<file path="src/hdl/clcd_pkg.sv">
// ----------------------------------------------------------------------------
// clcd_pkg
// shared types and constants of the character lcd write sequencer
// ----------------------------------------------------------------------------
`default_nettype none

package clcd_pkg;

    localparam int TICK_COUNT_BITS_DEF = 16;
    localparam int PHASE_TICKS_W       = 16;
    localparam int CFG_ADDR_W          = 4;
    localparam int CFG_DATA_W          = 32;
    localparam int IN_DATA_W           = 16;
    localparam int IN_USER_W           = 2;
    localparam int OUT_DATA_W          = 16;

    typedef enum logic [1:0] {
        CMD_TICK   = 2'd0,
        CMD_INSTR  = 2'd1,
        CMD_CHAR   = 2'd2,
        CMD_CURSOR = 2'd3
    } cmd_t;

    typedef enum logic [1:0] {
        REG_FOUR_BIT     = 2'd0,
        REG_PHASE_TICKS  = 2'd1,
        REG_DISPLAY_TYPE = 2'd2,
        REG_NONE         = 2'd3
    } reg_idx_t;

    typedef enum logic [2:0] {
        PH_IDLE = 3'd0,
        PH_HI1  = 3'd1,
        PH_LO1  = 3'd2,
        PH_HI2  = 3'd3,
        PH_LO2  = 3'd4
    } phase_t;

    typedef struct packed {
        logic                     four_bit_mode;
        logic [PHASE_TICKS_W-1:0] phase_ticks;
        logic                     display_type;
    } cfg_t;

    typedef struct packed {
        logic       rejected;
        logic       busy_res;
        logic [7:0] data_lines;
        logic       enable_line;
        logic       rw_line;
        logic       rs_line;
    } res_t;

    localparam logic [7:0] ROW0_BASE = 8'h80;
    localparam logic [7:0] ROW1_BASE = 8'hC0;
    localparam logic [7:0] ROW2_BASE = 8'h94;
    localparam logic [7:0] ROW3_BASE = 8'hD4;

    function automatic logic [7:0] row_base(input logic [1:0] row);
        logic [7:0] base;
        unique case (row)
            2'd0:    base = ROW0_BASE;
            2'd1:    base = ROW1_BASE;
            2'd2:    base = ROW2_BASE;
            default: base = ROW3_BASE;
        endcase
        return base;
    endfunction

endpackage

`default_nettype wire

</file>
<file path="src/hdl/clcd_seq_core.sv">
// ----------------------------------------------------------------------------
// clcd_seq_core
// bus phase state, tick counting and line levels of the lcd write sequencer
// ----------------------------------------------------------------------------
`default_nettype none

module clcd_seq_core #(
    parameter int TICK_COUNT_BITS = clcd_pkg::TICK_COUNT_BITS_DEF
) (
    input  wire logic          clk,
    input  wire logic          rst_n,
    input  wire logic          step,
    input  wire logic [1:0]    command,
    input  wire logic [7:0]    byte_value,
    input  wire logic [1:0]    row,
    input  wire logic [5:0]    column,
    input  wire clcd_pkg::cfg_t cfg,
    output clcd_pkg::res_t     res
);

    localparam logic [31:0] CNT_MAX = 32'((64'(1) << TICK_COUNT_BITS) - 64'(1));

    clcd_pkg::phase_t            phase_reg, phase_next;
    logic [TICK_COUNT_BITS-1:0]  tick_reg, tick_next, tick_dec, tick_len;
    logic [7:0]                  held_byte_reg, held_byte_next;
    logic                        held_sel_reg, held_sel_next;
    logic [7:0]                  data_reg, data_next;
    logic                        en_reg, en_next;
    logic                        rej;
    logic                        start;
    logic                        start_sel;
    logic [7:0]                  start_byte;
    logic [31:0]                 len_wide;
    clcd_pkg::cmd_t              cmd;

    assign cmd = clcd_pkg::cmd_t'(command);

    always_comb
    begin
        len_wide = 32'(cfg.phase_ticks);
        if (len_wide == 32'd0)
        begin
            len_wide = 32'd1;
        end
        if (len_wide > CNT_MAX)
        begin
            len_wide = CNT_MAX;
        end
        tick_len = len_wide[TICK_COUNT_BITS-1:0];
    end

    assign tick_dec = (tick_reg != '0) ? tick_reg - TICK_COUNT_BITS'(1) : tick_reg;

    always_comb
    begin
        phase_next     = phase_reg;
        tick_next      = tick_reg;
        held_byte_next = held_byte_reg;
        held_sel_next  = held_sel_reg;
        data_next      = data_reg;
        en_next        = en_reg;
        rej            = 1'b0;
        start          = 1'b0;
        start_sel      = 1'b0;
        start_byte     = byte_value;

        unique case (cmd)
            clcd_pkg::CMD_TICK:
            begin
                if (phase_reg != clcd_pkg::PH_IDLE)
                begin
                    tick_next = tick_dec;
                    if (tick_dec == '0)
                    begin
                        unique case (phase_reg)
                            clcd_pkg::PH_HI1:
                            begin
                                en_next    = 1'b0;
                                phase_next = clcd_pkg::PH_LO1;
                                tick_next  = tick_len;
                            end
                            clcd_pkg::PH_LO1:
                            begin
                                if (cfg.four_bit_mode)
                                begin
                                    data_next  = {held_byte_reg[3:0], 4'b0000};
                                    en_next    = 1'b1;
                                    phase_next = clcd_pkg::PH_HI2;
                                    tick_next  = tick_len;
                                end
                                else
                                begin
                                    phase_next = clcd_pkg::PH_IDLE;
                                end
                            end
                            clcd_pkg::PH_HI2:
                            begin
                                en_next    = 1'b0;
                                phase_next = clcd_pkg::PH_LO2;
                                tick_next  = tick_len;
                            end
                            default:
                            begin
                                phase_next = clcd_pkg::PH_IDLE;
                            end
                        endcase
                    end
                end
            end
            clcd_pkg::CMD_INSTR:
            begin
                start = 1'b1;
            end
            clcd_pkg::CMD_CHAR:
            begin
                start     = 1'b1;
                start_sel = 1'b1;
            end
            default:
            begin
                start_byte = clcd_pkg::row_base(row) + {2'b00, column};
                if (!cfg.display_type && row[1])
                begin
                    rej = 1'b1;
                end
                else
                begin
                    start = 1'b1;
                end
            end
        endcase

        if (start)
        begin
            if (phase_reg != clcd_pkg::PH_IDLE)
            begin
                rej = 1'b1;
            end
            else
            begin
                held_byte_next = start_byte;
                held_sel_next  = start_sel;
                data_next      = cfg.four_bit_mode ? {start_byte[7:4], 4'b0000} : start_byte;
                en_next        = 1'b1;
                phase_next     = clcd_pkg::PH_HI1;
                tick_next      = tick_len;
            end
        end
        else if (rej && phase_reg != clcd_pkg::PH_IDLE)
        begin
            rej = 1'b1;
        end
    end

    always_ff @(posedge clk or negedge rst_n)
    begin
        if (!rst_n)
        begin
            phase_reg     <= clcd_pkg::PH_IDLE;
            tick_reg      <= '0;
            held_byte_reg <= '0;
            held_sel_reg  <= 1'b0;
            data_reg      <= '0;
            en_reg        <= 1'b0;
        end
        else if (step)
        begin
            phase_reg     <= phase_next;
            tick_reg      <= tick_next;
            held_byte_reg <= held_byte_next;
            held_sel_reg  <= held_sel_next;
            data_reg      <= data_next;
            en_reg        <= en_next;
        end
    end

    always_comb
    begin
        res.rs_line     = held_sel_next;
        res.rw_line     = 1'b0;
        res.enable_line = en_next;
        res.data_lines  = data_next;
        res.busy_res    = (phase_next != clcd_pkg::PH_IDLE);
        res.rejected    = rej;
    end

endmodule

`default_nettype wire

</file>
<file path="src/hdl/char_lcd_write_sequencer_top.sv">
// ----------------------------------------------------------------------------
// char_lcd_write_sequencer_top
// character lcd parallel write sequencer with stream ports and apb registers
// ----------------------------------------------------------------------------
// input words on s_*: tuser carries the command (tick, instruction byte,
// character byte, set cursor), tdata the byte, row and column. every
// accepted word yields exactly one output word on m_* with the rs, rw,
// enable and data line levels after that step, plus busy and rejected.
// m_tvalid is registered and rises in the cycle after accept; throughput is
// one word per cycle while the receiver does not stall, set by the single
// state update in the core feeding the output register. s_tready is high
// whenever the output register is empty or is being taken in the same
// cycle, so a stalled receiver stalls the input after one word and nothing
// is dropped. reset clears the phase state, tick counter and lines to low,
// the output register to empty, and the registers to 8-bit mode, one tick
// per phase and a 16x2 display. registers (apb, byte address 4*i):
// four_bit_mode, phase_ticks, display_type; write them only while no word is in flight.
// ----------------------------------------------------------------------------
`default_nettype none

module char_lcd_write_sequencer_top #(
    parameter int TICK_COUNT_BITS = clcd_pkg::TICK_COUNT_BITS_DEF
) (
    input  wire logic                              clk,
    input  wire logic                              rst_n,
    input  wire logic                              s_tvalid,
    output logic                                   s_tready,
    // byte_value[7:0], row[9:8], column[15:10]
    input  wire logic [clcd_pkg::IN_DATA_W-1:0]    s_tdata,
    // command[1:0]
    input  wire logic [clcd_pkg::IN_USER_W-1:0]    s_tuser,
    output logic                                   m_tvalid,
    input  wire logic                              m_tready,
    // rs_line[0], rw_line[1], enable_line[2], data_lines[10:3], busy_res[11],
    // rejected[12], zero[15:13]
    output logic [clcd_pkg::OUT_DATA_W-1:0]        m_tdata,
    input  wire logic                              psel,
    input  wire logic                              penable,
    input  wire logic                              pwrite,
    input  wire logic [clcd_pkg::CFG_ADDR_W-1:0]   paddr,
    input  wire logic [clcd_pkg::CFG_DATA_W-1:0]   pwdata,
    output logic [clcd_pkg::CFG_DATA_W-1:0]        prdata,
    output logic                                   pready
);

    clcd_pkg::cfg_t                      cfg_reg, cfg_next;
    clcd_pkg::res_t                      res;
    clcd_pkg::reg_idx_t                  reg_idx;
    logic                                cfg_wr;
    logic                                accept;
    logic                                m_tvalid_reg, m_tvalid_next;
    logic [clcd_pkg::OUT_DATA_W-1:0]     m_tdata_reg, m_tdata_next;

    assign pready  = 1'b1;
    assign reg_idx = clcd_pkg::reg_idx_t'(paddr[3:2]);
    assign cfg_wr  = psel && penable && pwrite && pready;

    always_comb
    begin
        cfg_next = cfg_reg;
        if (cfg_wr)
        begin
            unique case (reg_idx)
                clcd_pkg::REG_FOUR_BIT:     cfg_next.four_bit_mode = pwdata[0];
                clcd_pkg::REG_PHASE_TICKS:  cfg_next.phase_ticks   =
                                                pwdata[clcd_pkg::PHASE_TICKS_W-1:0];
                clcd_pkg::REG_DISPLAY_TYPE: cfg_next.display_type  = pwdata[0];
                default:                    cfg_next = cfg_reg;
            endcase
        end
    end

    always_comb
    begin
        unique case (reg_idx)
            clcd_pkg::REG_FOUR_BIT:     prdata = 32'(cfg_reg.four_bit_mode);
            clcd_pkg::REG_PHASE_TICKS:  prdata = 32'(cfg_reg.phase_ticks);
            clcd_pkg::REG_DISPLAY_TYPE: prdata = 32'(cfg_reg.display_type);
            default:                    prdata = '0;
        endcase
    end

    always_ff @(posedge clk or negedge rst_n)
    begin
        if (!rst_n)
        begin
            cfg_reg.four_bit_mode <= 1'b0;
            cfg_reg.phase_ticks   <= clcd_pkg::PHASE_TICKS_W'(1);
            cfg_reg.display_type  <= 1'b0;
        end
        else
        begin
            cfg_reg <= cfg_next;
        end
    end

    assign s_tready = !m_tvalid_reg || m_tready;
    assign accept   = s_tvalid && s_tready;

    clcd_seq_core #(
        .TICK_COUNT_BITS (TICK_COUNT_BITS)
    ) u_core (
        .clk        (clk),
        .rst_n      (rst_n),
        .step       (accept),
        .command    (s_tuser),
        .byte_value (s_tdata[7:0]),
        .row        (s_tdata[9:8]),
        .column     (s_tdata[15:10]),
        .cfg        (cfg_reg),
        .res        (res)
    );

    always_comb
    begin
        m_tvalid_next = m_tvalid_reg;
        m_tdata_next  = m_tdata_reg;
        if (accept)
        begin
            m_tvalid_next = 1'b1;
            m_tdata_next  = {3'b000, res};
        end
        else if (m_tready)
        begin
            m_tvalid_next = 1'b0;
        end
    end

    always_ff @(posedge clk or negedge rst_n)
    begin
        if (!rst_n)
        begin
            m_tvalid_reg <= 1'b0;
        end
        else
        begin
            m_tvalid_reg <= m_tvalid_next;
        end
    end

    always_ff @(posedge clk)
    begin
        m_tdata_reg <= m_tdata_next;
    end

    assign m_tvalid = m_tvalid_reg;
    assign m_tdata  = m_tdata_reg;

endmodule

`default_nettype wire

</file>
<file path="config.mk">
export PLATFORM = sky130hd
export DESIGN_NAME = char_lcd_write_sequencer_top
export DESIGN_NICKNAME = d
export VERILOG_FILES = /design/src/hdl/clcd_pkg.sv /design/src/hdl/clcd_seq_core.sv /design/src/hdl/char_lcd_write_sequencer_top.sv
export SDC_FILE = /design/constraint.sdc
export NUM_CORES = 1
export LEC_CHECK = 0
export ABC_AREA = 0
export ABC_CLOCK_PERIOD_IN_PS = 6000
export CAP_MARGIN = 20
export CELL_PAD_IN_SITES_DETAIL_PLACEMENT = 1
export CELL_PAD_IN_SITES_GLOBAL_PLACEMENT = 1
export CORE_MARGIN = 2
export CORE_UTILIZATION = 51
export DETAILED_ROUTE_END_ITERATION = 6
export DONT_BUFFER_PORTS = 1
export PLACE_DENSITY = 0.93
export SLEW_MARGIN = 25
export SYNTH_ARGS = -nofsm -noshare
export SYNTH_HDL_FRONTEND = slang
export SYNTH_SLANG_ARGS = --single-unit
</file>
<file path="constraint.sdc">
create_clock -name clk -period 6 [get_ports clk]
set_clock_uncertainty 0.2 [all_clocks]
set_input_delay 1.8 -clock clk [delete_from_list [all_inputs] [get_ports clk]]
set_output_delay 1.8 -clock clk [all_outputs]
set_load 0.02 [all_outputs]
</file>
# After elaboration in Yosys (flattened, before gate mapping)
# Cells that the tools add are included.
# word_totals
ff_bits	64
in_bits	61
out_inout_bits	51
word_cells	96
# op_classes
addsub	2
magnitude_cmp	1
eq_ne	9
muxes	48
n_bitwise	1
reduce_logical	24
# ops
operator	count
$mux W16	9
$mux W8	9
$pmux W16 S3	1
$logic_not A16 Y1	2
$pmux W16 S2	1
$pmux W7 S3	1
$mux W1	17
$gt A16 B16 Y1 const B	1
$reduce_bool A16 Y1	1
$sub A16 B1 Y16 const B	1
$mux W3	5
$pmux W3 S3	1
$add A8 B6 Y8	1
$eq A2 B1 Y1 const B	3
$eq A2 B2 Y1 const B	3
$eq A3 B2 Y1 const B	2
$logic_not A2 Y1	3
$reduce_and A2 Y1	3
$reduce_bool A3 Y1	2
$logic_and A1 B1 Y1	5
$mux W4	1
$pmux W1 S2	2
$reduce_or A2 Y1	2
$eq A3 B1 Y1 const B	1
7 further kinds	8

# Depth between registers and ports, before layout
# depth
ltp_word	11
depth_mapped	11
mapped_depth_nobuf	9

# Hierarchy
# From an unflattened synthesis, not the netlist that was laid out.
# unflattened
cells_unflattened	451
hier_area_um2	4222.8
# modules_own_cells
module	n_inst	cells_per_inst	area_each_um2	seq_area_each_um2
clcd_seq_core	1	351	2793.9	825.8
char_lcd_write_sequencer_top	1	100	1428.9	867.1

# Least setup slack after synthesis
# Ideal clock, no wire load.
# synth_path
path_type	in2out
start	in paddr[2] (netlist name)
end	out prdata[11] (netlist name)
t_arrival_ns	2.482
t_required_ns	4.000
slack_ns	1.518
path_stages	3
n_path_buf	1
path_cell_list	nor2b_1 -> clkbuf_1 -> and2_1
# synth_via
elab_chain_len	2
word_cells_on_any_way	4
cone_classes	eq/ne (2); mux (1); reduce/logical (1)
# synth_rtl
element	line_no	rtl
start: declaration	char_lcd_write_sequencer_top.sv:40	input wire logic [clcd_pkg::CFG_ADDR_W-1:0] paddr,
$eq A2 B2 Y1, or another cell as far along	char_lcd_write_sequencer_top.sv:75	unique case (reg_idx)
$pmux W16 S3 *	char_lcd_write_sequencer_top.sv:75	
end: declaration	char_lcd_write_sequencer_top.sv:42	output logic [clcd_pkg::CFG_DATA_W-1:0] prdata,
# Mark *: on every way between the ends. The rest lies on a longest branch, timed or not.

# Final worst setup path
# layout_path
start	in paddr[2] (netlist name)
end	out prdata[5] (netlist name)
# The elaborated chain is that of the path after synthesis.

==> impl_metrics.env <==
export IMPL_outcome="finished clean"
export IMPL_period_share_pct=79.49
export IMPL_slew_headroom_pct=43.58
export IMPL_antenna_found_initial=0
export IMPL_cts_root_buf="clkbuf_8"
export IMPL_gp_congestion=0.9080
export IMPL_p_per_area_nw_per_um2=350.7
export IMPL_synthFlopType="dfrtp_1"
export IMPL_num_vias=3803
export IMPL_start_kind="primary input"
export IMPL_synth_avg_cell_area_um2=9.211
export IMPL_hold_depth=1
export IMPL_fmaxAchievable_mhz=209.7
export IMPL_synthCells=451
export IMPL_largest_reg_flops=18
export IMPL_min_from="u_core.data_reg[3]"
export IMPL_max_slew_worst_pin_slew_ns=0.8374
export IMPL_ys_ff_latch=64
export IMPL_leakage_nw=1.738
export IMPL_grt_pass1_wl_um=21710
export IMPL_die_h_um=94.25
export IMPL_mostFrequentLayoutCell="dfrtp_1"
export IMPL_htreeDepth=3
export IMPL_hp_class="flip-flop to flip-flop"
export IMPL_netlist_cell_type_count=66
export IMPL_pwr_share_comb_pct=27.7
export IMPL_regToRegSetupSlack_ns=2.05
export IMPL_dr_pass1_iters=5
export IMPL_drv_slew=0
export IMPL_grt_pass1_vias=4022
export IMPL_crit_fanout=15
export IMPL_power_frac_seq_pct=42.9
export IMPL_r2r_end="m_tdata[9]"
export IMPL_synth_top_area_cell="dfrtp_1"
export IMPL_worstPathArrival_ns=2.77
export IMPL_drtAntennaViolNets=0
export IMPL_swShare_pct=39.45
export IMPL_drt_vias_per_instance=6.965
export IMPL_yosys_top_cells_area="dfrtp_1 31%, edfxtp_1 8.7%, mux2_2 5.2%"
export IMPL_fin_crit_ns=4.769
export IMPL_setup_tns_final_ns=0
export IMPL_cts_buffers_inserted=9
export IMPL_cp_slowest_cell="nor2b_1"
export IMPL_drive_gt1_share_pct=12.84
export IMPL_setup_violations=0
export IMPL_setup_ws_ns=1.231
export IMPL_clk_latency_ns=0.36
export IMPL_clkSinkCount=64
export IMPL_clock_path_buffers=2
export IMPL_dieArea_um2=8883
export IMPL_netlist_area_um2=4154
export IMPL_crit_buf_inv=0
export IMPL_final_nets=507
export IMPL_async_flop_share_pct=81.25
export IMPL_max_stage_delay_ns=0.60
export IMPL_path_class="primary input to output port"
export IMPL_reg2reg_from="u_core.tick_reg[7]"
export IMPL_drc=0
export IMPL_grt_overflow=0
export IMPL_vdd_drop_max_uv=192.5
export IMPL_io_buffer_count=0
export IMPL_initialDrtViolationCount=270
export IMPL_wire_per_inst_um=24.73
export IMPL_clock_power_share_pct=29.4
export IMPL_min_to="u_core.data_reg[3]"
export IMPL_power_switching_w=0.0006039
export IMPL_hpwl_um=8785
export IMPL_core_um2=7807
export IMPL_synth_top_area_share_pct=30.72
export IMPL_hold_viol_final=0
export IMPL_grt_max_degree=53
export IMPL_path_delay_family="simple AND/OR/NAND/NOR gates"
export IMPL_pre_cts_slack_ns=1.236
export IMPL_grt_total_usage_pct=32.07
export IMPL_mostFrequentLayoutCells="51 x dfrtp_1, 37 x nor2_1, 25 x a21oi_1"
export IMPL_synth_edf_count=12
export IMPL_syn_to_final_growth_pct=5.060
export IMPL_n_antenna_cell=0
export IMPL_ff2ff_path_depth=7
export IMPL_ios=112
export IMPL_cts_hold_buf=0
export IMPL_post_cts_buffers=0
export IMPL_seq_area_frac_synth_pct=40.03
export IMPL_cts_resized=0
export IMPL_path_cells="nor2b_1, and2_1"
export IMPL_max_cap_viol_count=0
export IMPL_rows=32
export IMPL_die_w_um=94.25
export IMPL_rsz0062_at_grt="no"
export IMPL_clk_transition_reported_paths_ns=0.08
export IMPL_cp_required_ns=4.00
export IMPL_initial_core_util_pct=53.21
export IMPL_tritoncts="done"
export IMPL_crit_path_end_kind="output port"
export IMPL_ys_warn_count=0
export IMPL_wl_um=13500
export IMPL_internal_power_w=0.0009267
## routing by layer
metal	up-vias	routed length, um	track usage, %
met3	46	930	6.581
met4	0	469	15.22
met1	1917	5220	39.48
met2	232	6880	53.69
met5	-	0	0
li1	1608	-	-
## power groups by stage
stage	clock [W]	sequential, W	combinational, W
global route	0.000462	0.000669	0.000465
detailed placement	0	0.000655	0.000405
floorplan	0	0.000586	0.000375
global placement	0	0.000647	0.000377
finish	0.000449	0.000657	0.000424
CTS	0.000448	0.000649	0.000417
## Yosys cell counts (3+ instances only)
master	count
nand2_1	23
o31ai_1	5
nor3_1	21
mux2i_1	8
and2_1	17
o22ai_1	7
o32ai_1	6
a31oi_1	9
edfxtp_1	12
a221oi_1	4
clkbuf_1	22
mux2_2	19
nor2b_1	8
a41oi_1	5
or3_1	5
ha_1	7
nand4_1	3
nor4_1	8
o21ai_0	25
and3_1	3
nor2_1	37
buf_4	22
dfrtp_1	51
a21oi_1	26
a2bb2oi_1	4
a211oi_1	6
nand3_1	8
o211ai_1	4
nand2b_1	4
inv_1	17
a21o_1	4
## area by class of cell
class / count / area [um^2]
sequential: 64 / 1663
inverter: 17 / 63.81
clock buffer: 10 / 137.6
tap: 102 / 127.6
fill: 894 / 3443
timing repair buffer: 6 / 45.04
multi-input combinational: 341 / 2237
clock inverter: 6 / 90.09
## worst max-delay path by stage
stage                     startpoint          to  slack, ns  depth (start not counted)
after detailed placement    paddr[2]   prdata[4]       1.24                          2
final                       paddr[2]   prdata[5]       1.23                          2
after floorplan             paddr[2]  prdata[11]       1.52                          3
after CTS                   paddr[2]   prdata[5]       1.22                          2
after global placement      paddr[2]  prdata[11]       1.33                          2
after global routing        paddr[2]  prdata[15]       1.10                          2
## stage by stage
| stage | power [W] | cells | cell area, um^2 | util (%) | hold slack, ns |
|---|---|---|---|---|---|
| floorplan | 0.0009615 | 470 | 4225 | - | 0.2495 |
| global placement | 0.001024 | 530 | 4126 | 52.85 | 0.2580 |
| detailed placement | 0.001060 | 530 | 4126 | 52.85 | 0.2696 |
| CTS | 0.001514 | 546 | 4354 | 55.77 | 0.2898 |
| global route | 0.001596 | 546 | 4364 | 55.90 | 0.3107 |
| finish | 0.001531 | 546 | 4364 | 55.90 | 0.2894 |
## cell families after synthesis
family	count (synthesis)	synth area share, %
AO/OA/AOI/OAI	129	21.23
other	2	0.1808
flip-flops	64	40.03
AND/OR/NAND/NOR	153	20.24
XOR/XNOR	4	0.8435
multiplexers	27	7.079
adder cells (fa/ha/maj)	7	2.108
buffers and inverters	65	8.283
(Power assumes the default switching activity.)
